$ cat config.mk
export PLATFORM = sky130hd
export DESIGN_NAME = hevc_sps_picture_size_parser
export DESIGN_NICKNAME = d
export VERILOG_FILES = /design/src/rtl/hsps_pkg.sv /design/src/rtl/hevc_sps_picture_size_parser.sv
export VERILOG_INCLUDE_DIRS = /design/src /design/src/rtl
export SDC_FILE = /design/constraint.sdc
export NUM_CORES = 1
export LEC_CHECK = 0
export BUFFER_PORTS_ARGS = -buffer_cell sky130_fd_sc_hd__clkbuf_2
export CAP_MARGIN = 20
export CORE_UTILIZATION = 65
export CTS_CLUSTER_SIZE = 40
export DETAILED_ROUTE_END_ITERATION = 6
export GPL_TIMING_DRIVEN = 1
export PLACE_DENSITY = 0.81
export SETUP_SLACK_MARGIN = 0.1
export SLEW_MARGIN = 10
export SYNTH_ARGS = -nofsm -noshare
export SYNTH_HDL_FRONTEND = slang
export SYNTH_SLANG_ARGS = --single-unit
$ cat constraint.sdc
create_clock -name clk -period 10.65 [get_ports clk]
set_input_delay 2.13 -clock clk [delete_from_list [all_inputs] [get_ports clk]]
set_output_delay 2.13 -clock clk [all_outputs]
set_load 0.02 [all_outputs]
$ cat src/rtl/hevc_sps_picture_size_parser_defines.svh
// Assertion macros for the SPS picture-size parser.
`ifndef HEVC_SPS_PICTURE_SIZE_PARSER_DEFINES_SVH
`define HEVC_SPS_PICTURE_SIZE_PARSER_DEFINES_SVH

`ifndef SYNTH

`define HSPS_ASSERT(label, clk, rst_n, prop, msg) \
  label: assert property (@(posedge clk) disable iff (!rst_n) prop) else $error(msg);

`define HSPS_ASSERT_NEXT(label, clk, rst_n, pre, post, msg) \
  label: assert property (@(posedge clk) disable iff (!rst_n) pre |=> post) else $error(msg);

`else

`define HSPS_ASSERT(label, clk, rst_n, prop, msg)

`define HSPS_ASSERT_NEXT(label, clk, rst_n, pre, post, msg)

`endif

`endif

$ cat src/rtl/hsps_pkg.sv
// Types, codes and syntax lengths for the SPS picture-size parser.
package hsps_pkg;

  typedef enum logic [1:0] {
    CS_IDLE,
    CS_SHIFT,
    CS_FINISH
  } ctrl_state_t;

  typedef enum logic [3:0] {
    SX_VPS,
    SX_MAXSUB,
    SX_NEST,
    SX_GEN,
    SX_SUBFLAGS,
    SX_SUBPROF,
    SX_SUBLEVEL,
    SX_SEQID,
    SX_CHROMA,
    SX_SEPPLANE,
    SX_WIDTH,
    SX_HEIGHT,
    SX_DONE
  } syntax_step_t;

  localparam logic [2:0] ST_OK      = 3'd0;
  localparam logic [2:0] ST_NOT_SPS = 3'd1;
  localparam logic [2:0] ST_EARLY   = 3'd2;
  localparam logic [2:0] ST_ZERO    = 3'd3;
  localparam logic [2:0] ST_LARGE   = 3'd4;

  localparam logic [7:0] NAL_TYPE_MASK = 8'h7e;
  localparam logic [7:0] NAL_TYPE_SPS  = 8'h42;
  localparam logic [7:0] EPB_BYTE      = 8'h03;

  localparam logic [6:0] LEN_VPS      = 7'd4;
  localparam logic [6:0] LEN_MAXSUB   = 7'd3;
  localparam logic [6:0] LEN_NEST     = 7'd1;
  localparam logic [6:0] LEN_GEN      = 7'd96;
  localparam logic [6:0] LEN_SUBFLAGS = 7'd16;
  localparam logic [6:0] LEN_SUBPROF  = 7'd88;
  localparam logic [6:0] LEN_SUBLEVEL = 7'd8;
  localparam logic [6:0] LEN_SEPPLANE = 7'd1;

  localparam logic [5:0] GOLOMB_MAX_ZEROS = 6'd32;

  typedef struct packed {
    logic       found;
    logic [2:0] idx;
    logic       prof;
  } sl_pick_t;

  function automatic sl_pick_t pick_sub_layer(logic [3:0] start, logic [2:0] count,
                                              logic [15:0] flags);
    sl_pick_t res;
    res = '0;
    for (int i = 7; i >= 0; i--) begin
      if ((4'(i) >= start) && (3'(i) < count) && (flags[15 - 2 * i] || flags[14 - 2 * i]))
      begin
        res.found = 1'b1;
        res.idx   = 3'(i);
        res.prof  = flags[15 - 2 * i];
      end
    end
    return res;
  endfunction

endpackage

$ cat src/rtl/hevc_sps_picture_size_parser.sv
// SPS picture-size parser: bit-serial walk of one SPS NAL unit to width and height.
//
//   channel | dir | ports                                        | moves
//   in      | in  | in_valid in_ready in_data_byte in_last_byte  | one NAL byte per request
//   out     | out | out_valid out_ready out_status out_luma_*    | one result per NAL unit
//
// Header bytes and the 03 of a 00 00 03 are only accepted; a payload byte is accepted,
// then shifted in 8 bit steps through the byte shift register, one syntax bit per cycle.
// After the last byte a finish state loads the result register; it waits there while a
// previous result is still held. rst_n is synchronous and clears all parse state but
// the shift register. in_ready is high only while the bit shifter is idle.
`include "hevc_sps_picture_size_parser_defines.svh"

module hevc_sps_picture_size_parser (
  input  logic        clk,
  input  logic        rst_n,
  input  logic        in_valid,
  output logic        in_ready,
  input  logic [7:0]  in_data_byte,
  input  logic        in_last_byte,
  output logic        out_valid,
  input  logic        out_ready,
  output logic [2:0]  out_status,
  output logic [15:0] out_luma_width,
  output logic [15:0] out_luma_height
);
  import hsps_pkg::*;

  ctrl_state_t  state_r, state_nxt;
  syntax_step_t step_r, step_nxt;

  logic [7:0]  shift_r, shift_nxt;
  logic [2:0]  bit_cnt_r, bit_cnt_nxt;
  logic        last_r, last_nxt;
  logic [1:0]  byte_index_r, byte_index_nxt;
  logic [1:0]  zero_run_r, zero_run_nxt;
  logic [6:0]  field_cnt_r, field_cnt_nxt;
  logic [2:0]  sub_count_r, sub_count_nxt;
  logic [15:0] sub_flags_r, sub_flags_nxt;
  logic [2:0]  sub_idx_r, sub_idx_nxt;
  logic [5:0]  g_zeros_r, g_zeros_nxt;
  logic [32:0] g_value_r, g_value_nxt;
  logic [1:0]  chroma_r, chroma_nxt;
  logic [15:0] width_r, width_nxt;
  logic [15:0] height_r, height_nxt;
  logic [2:0]  error_r, error_nxt;

  logic        out_valid_r, out_valid_nxt;
  logic [2:0]  out_status_r, out_status_nxt;
  logic [15:0] out_width_r, out_width_nxt;
  logic [15:0] out_height_r, out_height_nxt;

  logic        b;
  logic [1:0]  next_run;
  logic [6:0]  fb_inc;
  logic [6:0]  fix_len;
  logic        fix_done;
  logic [3:0]  pick_start;
  logic [15:0] pick_flags;
  sl_pick_t    pick;
  logic [3:0]  lf_pos;
  logic        g_in_prefix;
  logic [5:0]  g_zeros_inc;
  logic [5:0]  g_zeros_dec;
  logic [32:0] g_shift;
  logic [32:0] g_fin_val;
  logic        g_big;
  logic        g_chroma_big;
  logic [15:0] g_v16;
  logic [1:0]  chroma_new;
  logic        g_fin;
  logic [2:0]  status_now;

  assign in_ready        = (state_r == CS_IDLE);
  assign out_valid       = out_valid_r;
  assign out_status      = out_status_r;
  assign out_luma_width  = out_width_r;
  assign out_luma_height = out_height_r;

  always_comb begin
    b           = shift_r[7];
    next_run    = (in_data_byte == 8'd0) ? ((zero_run_r < 2'd2) ? zero_run_r + 2'd1 : 2'd2)
                                         : 2'd0;
    fb_inc      = field_cnt_r + 7'd1;
    case (step_r)
      SX_VPS:      fix_len = LEN_VPS;
      SX_MAXSUB:   fix_len = LEN_MAXSUB;
      SX_NEST:     fix_len = LEN_NEST;
      SX_GEN:      fix_len = LEN_GEN;
      SX_SUBFLAGS: fix_len = LEN_SUBFLAGS;
      SX_SUBPROF:  fix_len = LEN_SUBPROF;
      SX_SUBLEVEL: fix_len = LEN_SUBLEVEL;
      SX_SEPPLANE: fix_len = LEN_SEPPLANE;
      default:     fix_len = LEN_NEST;
    endcase
    fix_done    = (fb_inc >= fix_len);
    if (step_r == SX_SUBFLAGS) begin
      pick_start = 4'd0;
      pick_flags = {sub_flags_r[14:0], b};
    end else begin
      pick_start = {1'b0, sub_idx_r} + 4'd1;
      pick_flags = sub_flags_r;
    end
    pick        = pick_sub_layer(pick_start, sub_count_r, pick_flags);
    lf_pos      = 4'd14 - {sub_idx_r, 1'b0};
    g_in_prefix = (g_value_r == 33'd0);
    g_zeros_inc = g_zeros_r + 6'd1;
    g_zeros_dec = g_zeros_r - 6'd1;
    g_shift     = {g_value_r[31:0], b};
    g_fin_val   = g_in_prefix ? 33'd1 : g_shift;
    g_big       = (|g_fin_val[32:17]) || (g_fin_val[16] && (|g_fin_val[15:0]));
    g_chroma_big = (|g_fin_val[32:3]) || (g_fin_val[2] && (|g_fin_val[1:0]));
    g_v16       = g_fin_val[15:0] - 16'd1;
    chroma_new  = g_chroma_big ? 2'd0 : g_v16[1:0];
    g_fin       = 1'b0;
    status_now  = error_r;
    if (error_r == ST_OK && step_r != SX_DONE) begin
      status_now = ST_EARLY;
    end

    state_nxt      = state_r;
    step_nxt       = step_r;
    shift_nxt      = shift_r;
    bit_cnt_nxt    = bit_cnt_r;
    last_nxt       = last_r;
    byte_index_nxt = byte_index_r;
    zero_run_nxt   = zero_run_r;
    field_cnt_nxt  = field_cnt_r;
    sub_count_nxt  = sub_count_r;
    sub_flags_nxt  = sub_flags_r;
    sub_idx_nxt    = sub_idx_r;
    g_zeros_nxt    = g_zeros_r;
    g_value_nxt    = g_value_r;
    chroma_nxt     = chroma_r;
    width_nxt      = width_r;
    height_nxt     = height_r;
    error_nxt      = error_r;
    out_valid_nxt  = out_valid_r && !out_ready;
    out_status_nxt = out_status_r;
    out_width_nxt  = out_width_r;
    out_height_nxt = out_height_r;

    case (state_r)
      CS_IDLE: begin
        if (in_valid) begin
          last_nxt  = in_last_byte;
          state_nxt = in_last_byte ? CS_FINISH : CS_IDLE;
          if (byte_index_r == 2'd0) begin
            if ((in_data_byte & NAL_TYPE_MASK) != NAL_TYPE_SPS) begin
              if (error_r == ST_OK) error_nxt = ST_NOT_SPS;
              step_nxt = SX_DONE;
            end
            byte_index_nxt = 2'd1;
            zero_run_nxt   = next_run;
          end else if (byte_index_r == 2'd1) begin
            byte_index_nxt = 2'd2;
            zero_run_nxt   = next_run;
          end else if (zero_run_r >= 2'd2 && in_data_byte == EPB_BYTE) begin
            zero_run_nxt = 2'd0;
          end else begin
            zero_run_nxt = next_run;
            shift_nxt    = in_data_byte;
            bit_cnt_nxt  = 3'd0;
            state_nxt    = CS_SHIFT;
          end
        end
      end
      CS_SHIFT: begin
        shift_nxt   = {shift_r[6:0], 1'b0};
        bit_cnt_nxt = bit_cnt_r + 3'd1;
        if (bit_cnt_r == 3'd7) begin
          state_nxt = last_r ? CS_FINISH : CS_IDLE;
        end
        case (step_r)
          SX_VPS: begin
            field_cnt_nxt = fix_done ? 7'd0 : fb_inc;
            if (fix_done) step_nxt = SX_MAXSUB;
          end
          SX_MAXSUB: begin
            sub_count_nxt = {sub_count_r[1:0], b};
            field_cnt_nxt = fix_done ? 7'd0 : fb_inc;
            if (fix_done) step_nxt = SX_NEST;
          end
          SX_NEST: begin
            field_cnt_nxt = fix_done ? 7'd0 : fb_inc;
            if (fix_done) step_nxt = SX_GEN;
          end
          SX_GEN: begin
            field_cnt_nxt = fix_done ? 7'd0 : fb_inc;
            if (fix_done) step_nxt = (sub_count_r != 3'd0) ? SX_SUBFLAGS : SX_SEQID;
          end
          SX_SUBFLAGS, SX_SUBLEVEL: begin
            if (step_r == SX_SUBFLAGS) sub_flags_nxt = pick_flags;
            field_cnt_nxt = fix_done ? 7'd0 : fb_inc;
            if (fix_done) begin
              if (pick.found) begin
                sub_idx_nxt = pick.idx;
                step_nxt    = pick.prof ? SX_SUBPROF : SX_SUBLEVEL;
              end else begin
                step_nxt = SX_SEQID;
              end
            end
          end
          SX_SUBPROF: begin
            field_cnt_nxt = fix_done ? 7'd0 : fb_inc;
            if (fix_done) begin
              if (sub_flags_r[lf_pos]) begin
                step_nxt = SX_SUBLEVEL;
              end else if (pick.found) begin
                sub_idx_nxt = pick.idx;
                step_nxt    = pick.prof ? SX_SUBPROF : SX_SUBLEVEL;
              end else begin
                step_nxt = SX_SEQID;
              end
            end
          end
          SX_SEPPLANE: begin
            field_cnt_nxt = fix_done ? 7'd0 : fb_inc;
            if (fix_done) step_nxt = SX_WIDTH;
          end
          SX_SEQID, SX_CHROMA, SX_WIDTH, SX_HEIGHT: begin
            if (g_in_prefix) begin
              if (!b) begin
                g_zeros_nxt = g_zeros_inc;
                if (g_zeros_inc > GOLOMB_MAX_ZEROS) begin
                  g_zeros_nxt = 6'd0;
                  if (error_r == ST_OK) error_nxt = ST_LARGE;
                  step_nxt = SX_DONE;
                end
              end else begin
                g_value_nxt = 33'd1;
                g_fin       = (g_zeros_r == 6'd0);
              end
            end else begin
              g_value_nxt = g_shift;
              g_zeros_nxt = g_zeros_dec;
              g_fin       = (g_zeros_dec == 6'd0);
            end
          end
          default: begin
          end
        endcase
        if (g_fin) begin
          g_zeros_nxt = 6'd0;
          g_value_nxt = 33'd0;
          case (step_r)
            SX_SEQID: step_nxt = SX_CHROMA;
            SX_CHROMA: begin
              chroma_nxt = chroma_new;
              step_nxt   = (chroma_new == 2'd3) ? SX_SEPPLANE : SX_WIDTH;
            end
            SX_WIDTH: begin
              if (g_big) begin
                if (error_r == ST_OK) error_nxt = ST_LARGE;
                step_nxt = SX_DONE;
              end else begin
                width_nxt = g_v16;
                step_nxt  = SX_HEIGHT;
              end
            end
            default: begin
              if (g_big) begin
                if (error_r == ST_OK) error_nxt = ST_LARGE;
                step_nxt = SX_DONE;
              end else begin
                height_nxt = g_v16;
                if (width_r == 16'd0 || g_v16 == 16'd0) begin
                  if (error_r == ST_OK) error_nxt = ST_ZERO;
                end
                step_nxt = SX_DONE;
              end
            end
          endcase
        end
      end
      CS_FINISH: begin
        if (!out_valid_r || out_ready) begin
          out_valid_nxt  = 1'b1;
          out_status_nxt = status_now;
          out_width_nxt  = (status_now == ST_OK) ? width_r : 16'd0;
          out_height_nxt = (status_now == ST_OK) ? height_r : 16'd0;
          state_nxt      = CS_IDLE;
          step_nxt       = SX_VPS;
          byte_index_nxt = 2'd0;
          zero_run_nxt   = 2'd0;
          field_cnt_nxt  = 7'd0;
          sub_count_nxt  = 3'd0;
          sub_flags_nxt  = 16'd0;
          sub_idx_nxt    = 3'd0;
          g_zeros_nxt    = 6'd0;
          g_value_nxt    = 33'd0;
          chroma_nxt     = 2'd0;
          width_nxt      = 16'd0;
          height_nxt     = 16'd0;
          error_nxt      = ST_OK;
        end
      end
      default: begin
        state_nxt = CS_IDLE;
      end
    endcase
  end

  always_ff @(posedge clk) begin
    if (!rst_n) begin
      state_r      <= CS_IDLE;
      step_r       <= SX_VPS;
      bit_cnt_r    <= 3'd0;
      last_r       <= 1'b0;
      byte_index_r <= 2'd0;
      zero_run_r   <= 2'd0;
      field_cnt_r  <= 7'd0;
      sub_count_r  <= 3'd0;
      sub_flags_r  <= 16'd0;
      sub_idx_r    <= 3'd0;
      g_zeros_r    <= 6'd0;
      g_value_r    <= 33'd0;
      chroma_r     <= 2'd0;
      width_r      <= 16'd0;
      height_r     <= 16'd0;
      error_r      <= ST_OK;
      out_valid_r  <= 1'b0;
    end else begin
      state_r      <= state_nxt;
      step_r       <= step_nxt;
      bit_cnt_r    <= bit_cnt_nxt;
      last_r       <= last_nxt;
      byte_index_r <= byte_index_nxt;
      zero_run_r   <= zero_run_nxt;
      field_cnt_r  <= field_cnt_nxt;
      sub_count_r  <= sub_count_nxt;
      sub_flags_r  <= sub_flags_nxt;
      sub_idx_r    <= sub_idx_nxt;
      g_zeros_r    <= g_zeros_nxt;
      g_value_r    <= g_value_nxt;
      chroma_r     <= chroma_nxt;
      width_r      <= width_nxt;
      height_r     <= height_nxt;
      error_r      <= error_nxt;
      out_valid_r  <= out_valid_nxt;
    end
  end

  always_ff @(posedge clk) begin
    shift_r      <= shift_nxt;
    out_status_r <= out_status_nxt;
    out_width_r  <= out_width_nxt;
    out_height_r <= out_height_nxt;
  end

  `HSPS_ASSERT(a_ok_size, clk, rst_n, out_valid && out_status == ST_OK |-> out_luma_width != 16'd0 && out_luma_height != 16'd0, "ok result carries a zero size")
  `HSPS_ASSERT(a_err_zero, clk, rst_n, out_valid && out_status != ST_OK |-> out_luma_width == 16'd0 && out_luma_height == 16'd0, "error result carries a size")
  `HSPS_ASSERT(a_sub_idx, clk, rst_n, step_r == SX_SUBPROF || step_r == SX_SUBLEVEL |-> sub_idx_r < sub_count_r, "sub-layer index beyond count")
  `HSPS_ASSERT(a_golomb, clk, rst_n, g_value_r != 33'd0 |-> g_zeros_r != 6'd0, "golomb suffix with no bits left")
  `HSPS_ASSERT_NEXT(a_finish, clk, rst_n, state_r == CS_FINISH && (!out_valid_r || out_ready), out_valid && state_r == CS_IDLE && byte_index_r == 2'd0, "finish did not post result and rearm")

endmodule
==> parameters.txt <==
Parameter                              Value

CTS
  CTS buffer count    17
  Post-CTS Setup Repair Bufs    0
  H-tree level count    4
  Buffer depth of the longest clock path    2
  Clock network latency to the later pin of the worst-skew pair    roughly 0.42 ns
  Buffer cell driving the clock tree root    clkbuf_16
  CTS clk-pin slew, worst paths    roughly 0.06 ns
  TritonCTS clock tree    yes
  Hold-fix buffers at CTS    0
  Total clock sinks    168
  Resize count post-CTS    0

Critical path
  Critical Setup Path Class    primary input to register
  Endpoint arrival time on the critical path    4.99 ns
  CP endpoint kind    register
  Highest net fanout along the worst path    7
  Critical Path Source Type    primary input
  Data required, critical path    approximately 11 ns

Yosys
  Number of synthesized register bits    about 170
  EDFF count, synth    43
  Largest cells by area after synthesis    dfxtp_1 (28%), edfxtp_1 (15%), nor2_1 (5.8%)
  Post-synthesis async set-or-reset flop share    0
  Number of standard cells after synthesis    971
  Leading area contributor after synthesis    dfxtp_1
  Most common cell in the netlist    nor2_1
  Top flip-flop cell by instance count after synthesis    dfxtp_1
  Most frequent cells after synthesis    nor2_1 (138), dfxtp_1 (125), nand2_1 (68)
  Mapped Avg Cell Area    9.119 um^2
  Net count of the mapped netlist    between 1000 and 1500
  Area fraction of the dominant cell type after synthesis    0.2826
  Yosys cell types    85
  Total number of yosys warnings    0
  Sequential area share after synthesis    0.4284
  Synthesized cell area    8855 um^2

Routing
  Via density per instance    between 6 and 7
  Final routed wirelength across all metal layers    about 19 mm
  Number of vias in the routed layout    just over 7000
  Detailed-route wire length per cell    around 16 um
  Antenna violation net count after detailed routing    0
  Number of detailed-route iterations in the first pass    5
  DRC marker count from the first detailed-route iteration    between 600 and 700
  DRC violations left    0

Place
  Post-Place Cells    approximately 1100
  Number of buffer cells added on primary ports    roughly 50
  Final weighted congestion in routability-driven placement    0.9612
  HPWL Detailed    about 13 mm
  Dpl ws    ~5.7 ns

Pwr
  Pwr dens    approximately 220 nW/um^2
  Static power due to leakage    between 3 and 4 nW
  Maximum vdd ir drop    0.1408 mV

Timing
  Final worst path period share    0.4360
  RSZ-0062 raised after global routing    no
  Clock Skews    between 0.006 and 0.007 ns
  Sum of negative setup slack    0 ns
  Final setup violating endpoints    0
  Upper clock frequency limit    215.4 MHz
  Worst slack on hold paths    ~0.46 ns
  Final Slew Violations    0
  Slew Limit Headroom    0.2367
  Final worst slack    around 6 ns
  Minimum clock period    4.643 ns
  Worst Tran Pin Value    approximately 1.1 ns
  Count of endpoints failing hold in the final timing report    0

Finish
  Final Instance Count excl. Fillers    approximately 1200
  Synthesis-to-layout area growth    9.142%
  Total Nets Final    1022
  Layout cells sized above 1    0.1291
  Core occupancy in the finished layout    0.7298
  Antenna Cells    0
  Fillers    approximately 1000

Global routing
  Initial antenna violation count    0
  Via count of the first global-routing pass    6536
  All-Layer GR Usage    0.2801
  Maximum number of pins on one net before global-route repair    77
  Overall overflow remaining after global route    0
  Wire length of the first global-routing pass    about 32 mm

Status
  Result of the run    complete, no violations

Floorplan
  Initial Util    0.6687
  Std cell rows    between 40 and 50
  Die extent in x    118.7 um
  Top-level port count    50
  Total die area    14090 um^2
  Chip Height    approximately 120 um
  Core ar.    roughly 13000 um^2

Min path
  Path category of the worst min-delay check    register to register

Job
  Number of max-capacitance violations reported    0
[power by group]
group	switching, mW	total, mW	internal [mW]
Clock	0.263	0.592	0.328
Combinational	0.490	0.750	0.260
Sequential	0.0616	0.799	0.737
Total	0.815	2.14	1.33
[per-stage QoR]
step	area, um^2	power [mW]
floorplan	8855	1.399
global placement	9084	1.541
detailed placement	9091	1.551
CTS	9659	2.141
global route	9664	2.258
finish	9664	2.141
[layout make-up]
cell class / instances / area (um^2) / share of cell area
clock buffers: 18 / 429.2 / 0.04441
clock inverters: 14 / 138.9 / 0.01437
inverters: 30 / 113.9 / 0.01178
multi-input cells: 711 / 4658 / 0.4820
flip-flops and latches: 168 / 3794 / 0.3925
well taps: 176 / 220.2 / 0.02279
repair buffers: 58 / 310.3 / 0.03211
[cells by family (layout without fill, tap and decap cells)]
logic type,count (synthesis),after routing,share of synthesized area
and+or+nand+nor,400,400,0.2281
muxes,54,54,0.06726
buffers and inverters,92,120,0.04649
AOI/OAI and AO/OA,215,215,0.1785
DFF,168,168,0.4284
adders and majority gates,23,23,0.03250
xor gates and xnor gates,19,19,0.01879
[per-layer routing]
metal  track usage  vias up  wire [um]
li1              -     3564          -
met1        0.4083     3460       9262
met2        0.4203      230       8620
met3       0.04778       18       1001
met4       0.09256        0        258
met5             0        -          0
[cell usage in the layout, fill, tap and decap left out, types with 6 or more instances in the layout]
master / count
dfxtp_1: 125
or3_1: 13
nor3_1: 16
a21oi_1: 50
nand2_1: 68
nor2_1: 137
mux2_2: 10
nand2b_1: 7
ha_1: 23
nand3_1: 36
or4_1: 10
o21ai_0: 27
edfxtp_1: 43
clkbuf_16: 17
clkbuf_2: 49
a31oi_1: 8
inv_1: 29
a21o_1: 11
xnor2_1: 9
buf_4: 8
o31ai_1: 6
xor2_1: 10
a22oi_1: 39
mux2i_1: 40
nor2b_1: 8
nand4_1: 9
and2_1: 40
and3_1: 6
nor4_1: 13
[registers in the layout (all words and copies together), names as in the netlist]
| register | flops |
|---|---|
| step_r | 4 |
| fix_len | 7 |
| zero_run_r | 2 |
| error_r | 3 |
| out_luma_width | 16 |
| sub_count_r | 3 |
| shift_r | 8 |
| out_luma_height | 16 |
| height_r | 16 |
| field_cnt_r | 7 |
| last_r | 1 |
| state_r | 2 |
| bit_cnt_r | 3 |
| sub_flags_r | 16 |
| out_valid | 1 |
| sub_idx_r | 3 |
| g_value_r | 33 |
| byte_index_r | 2 |
| width_r | 16 |
| g_zeros_r | 6 |
| out_status | 3 |
[critical path, stage by stage]
cell	delay, ns
clkbuf_2	0.07
nor2b_1	0.10
nand2_1	0.22
o21ai_0	0.26
a211oi_1	0.81
o2111ai_1	0.23
a211o_1	0.31
a31oi_1	0.28
nand2b_1	0.19
ha_1	0.26
a2bb2oi_1	0.13
[path summary, 6_finish.rpt]
check / from / endpoint / slack [ns] / cells past startpoint
hold / removal: last_r / last_r / 0.46 / 2
setup reg to reg: g_value_r[12] / fix_len[0] / 6.27 / 15
hold reg to reg: last_r / last_r / 0.46 / 2
setup / recovery: out_ready / fix_len[0] / 6.01 / 11
No activity file was read; power rests on OpenSTA's default activity.
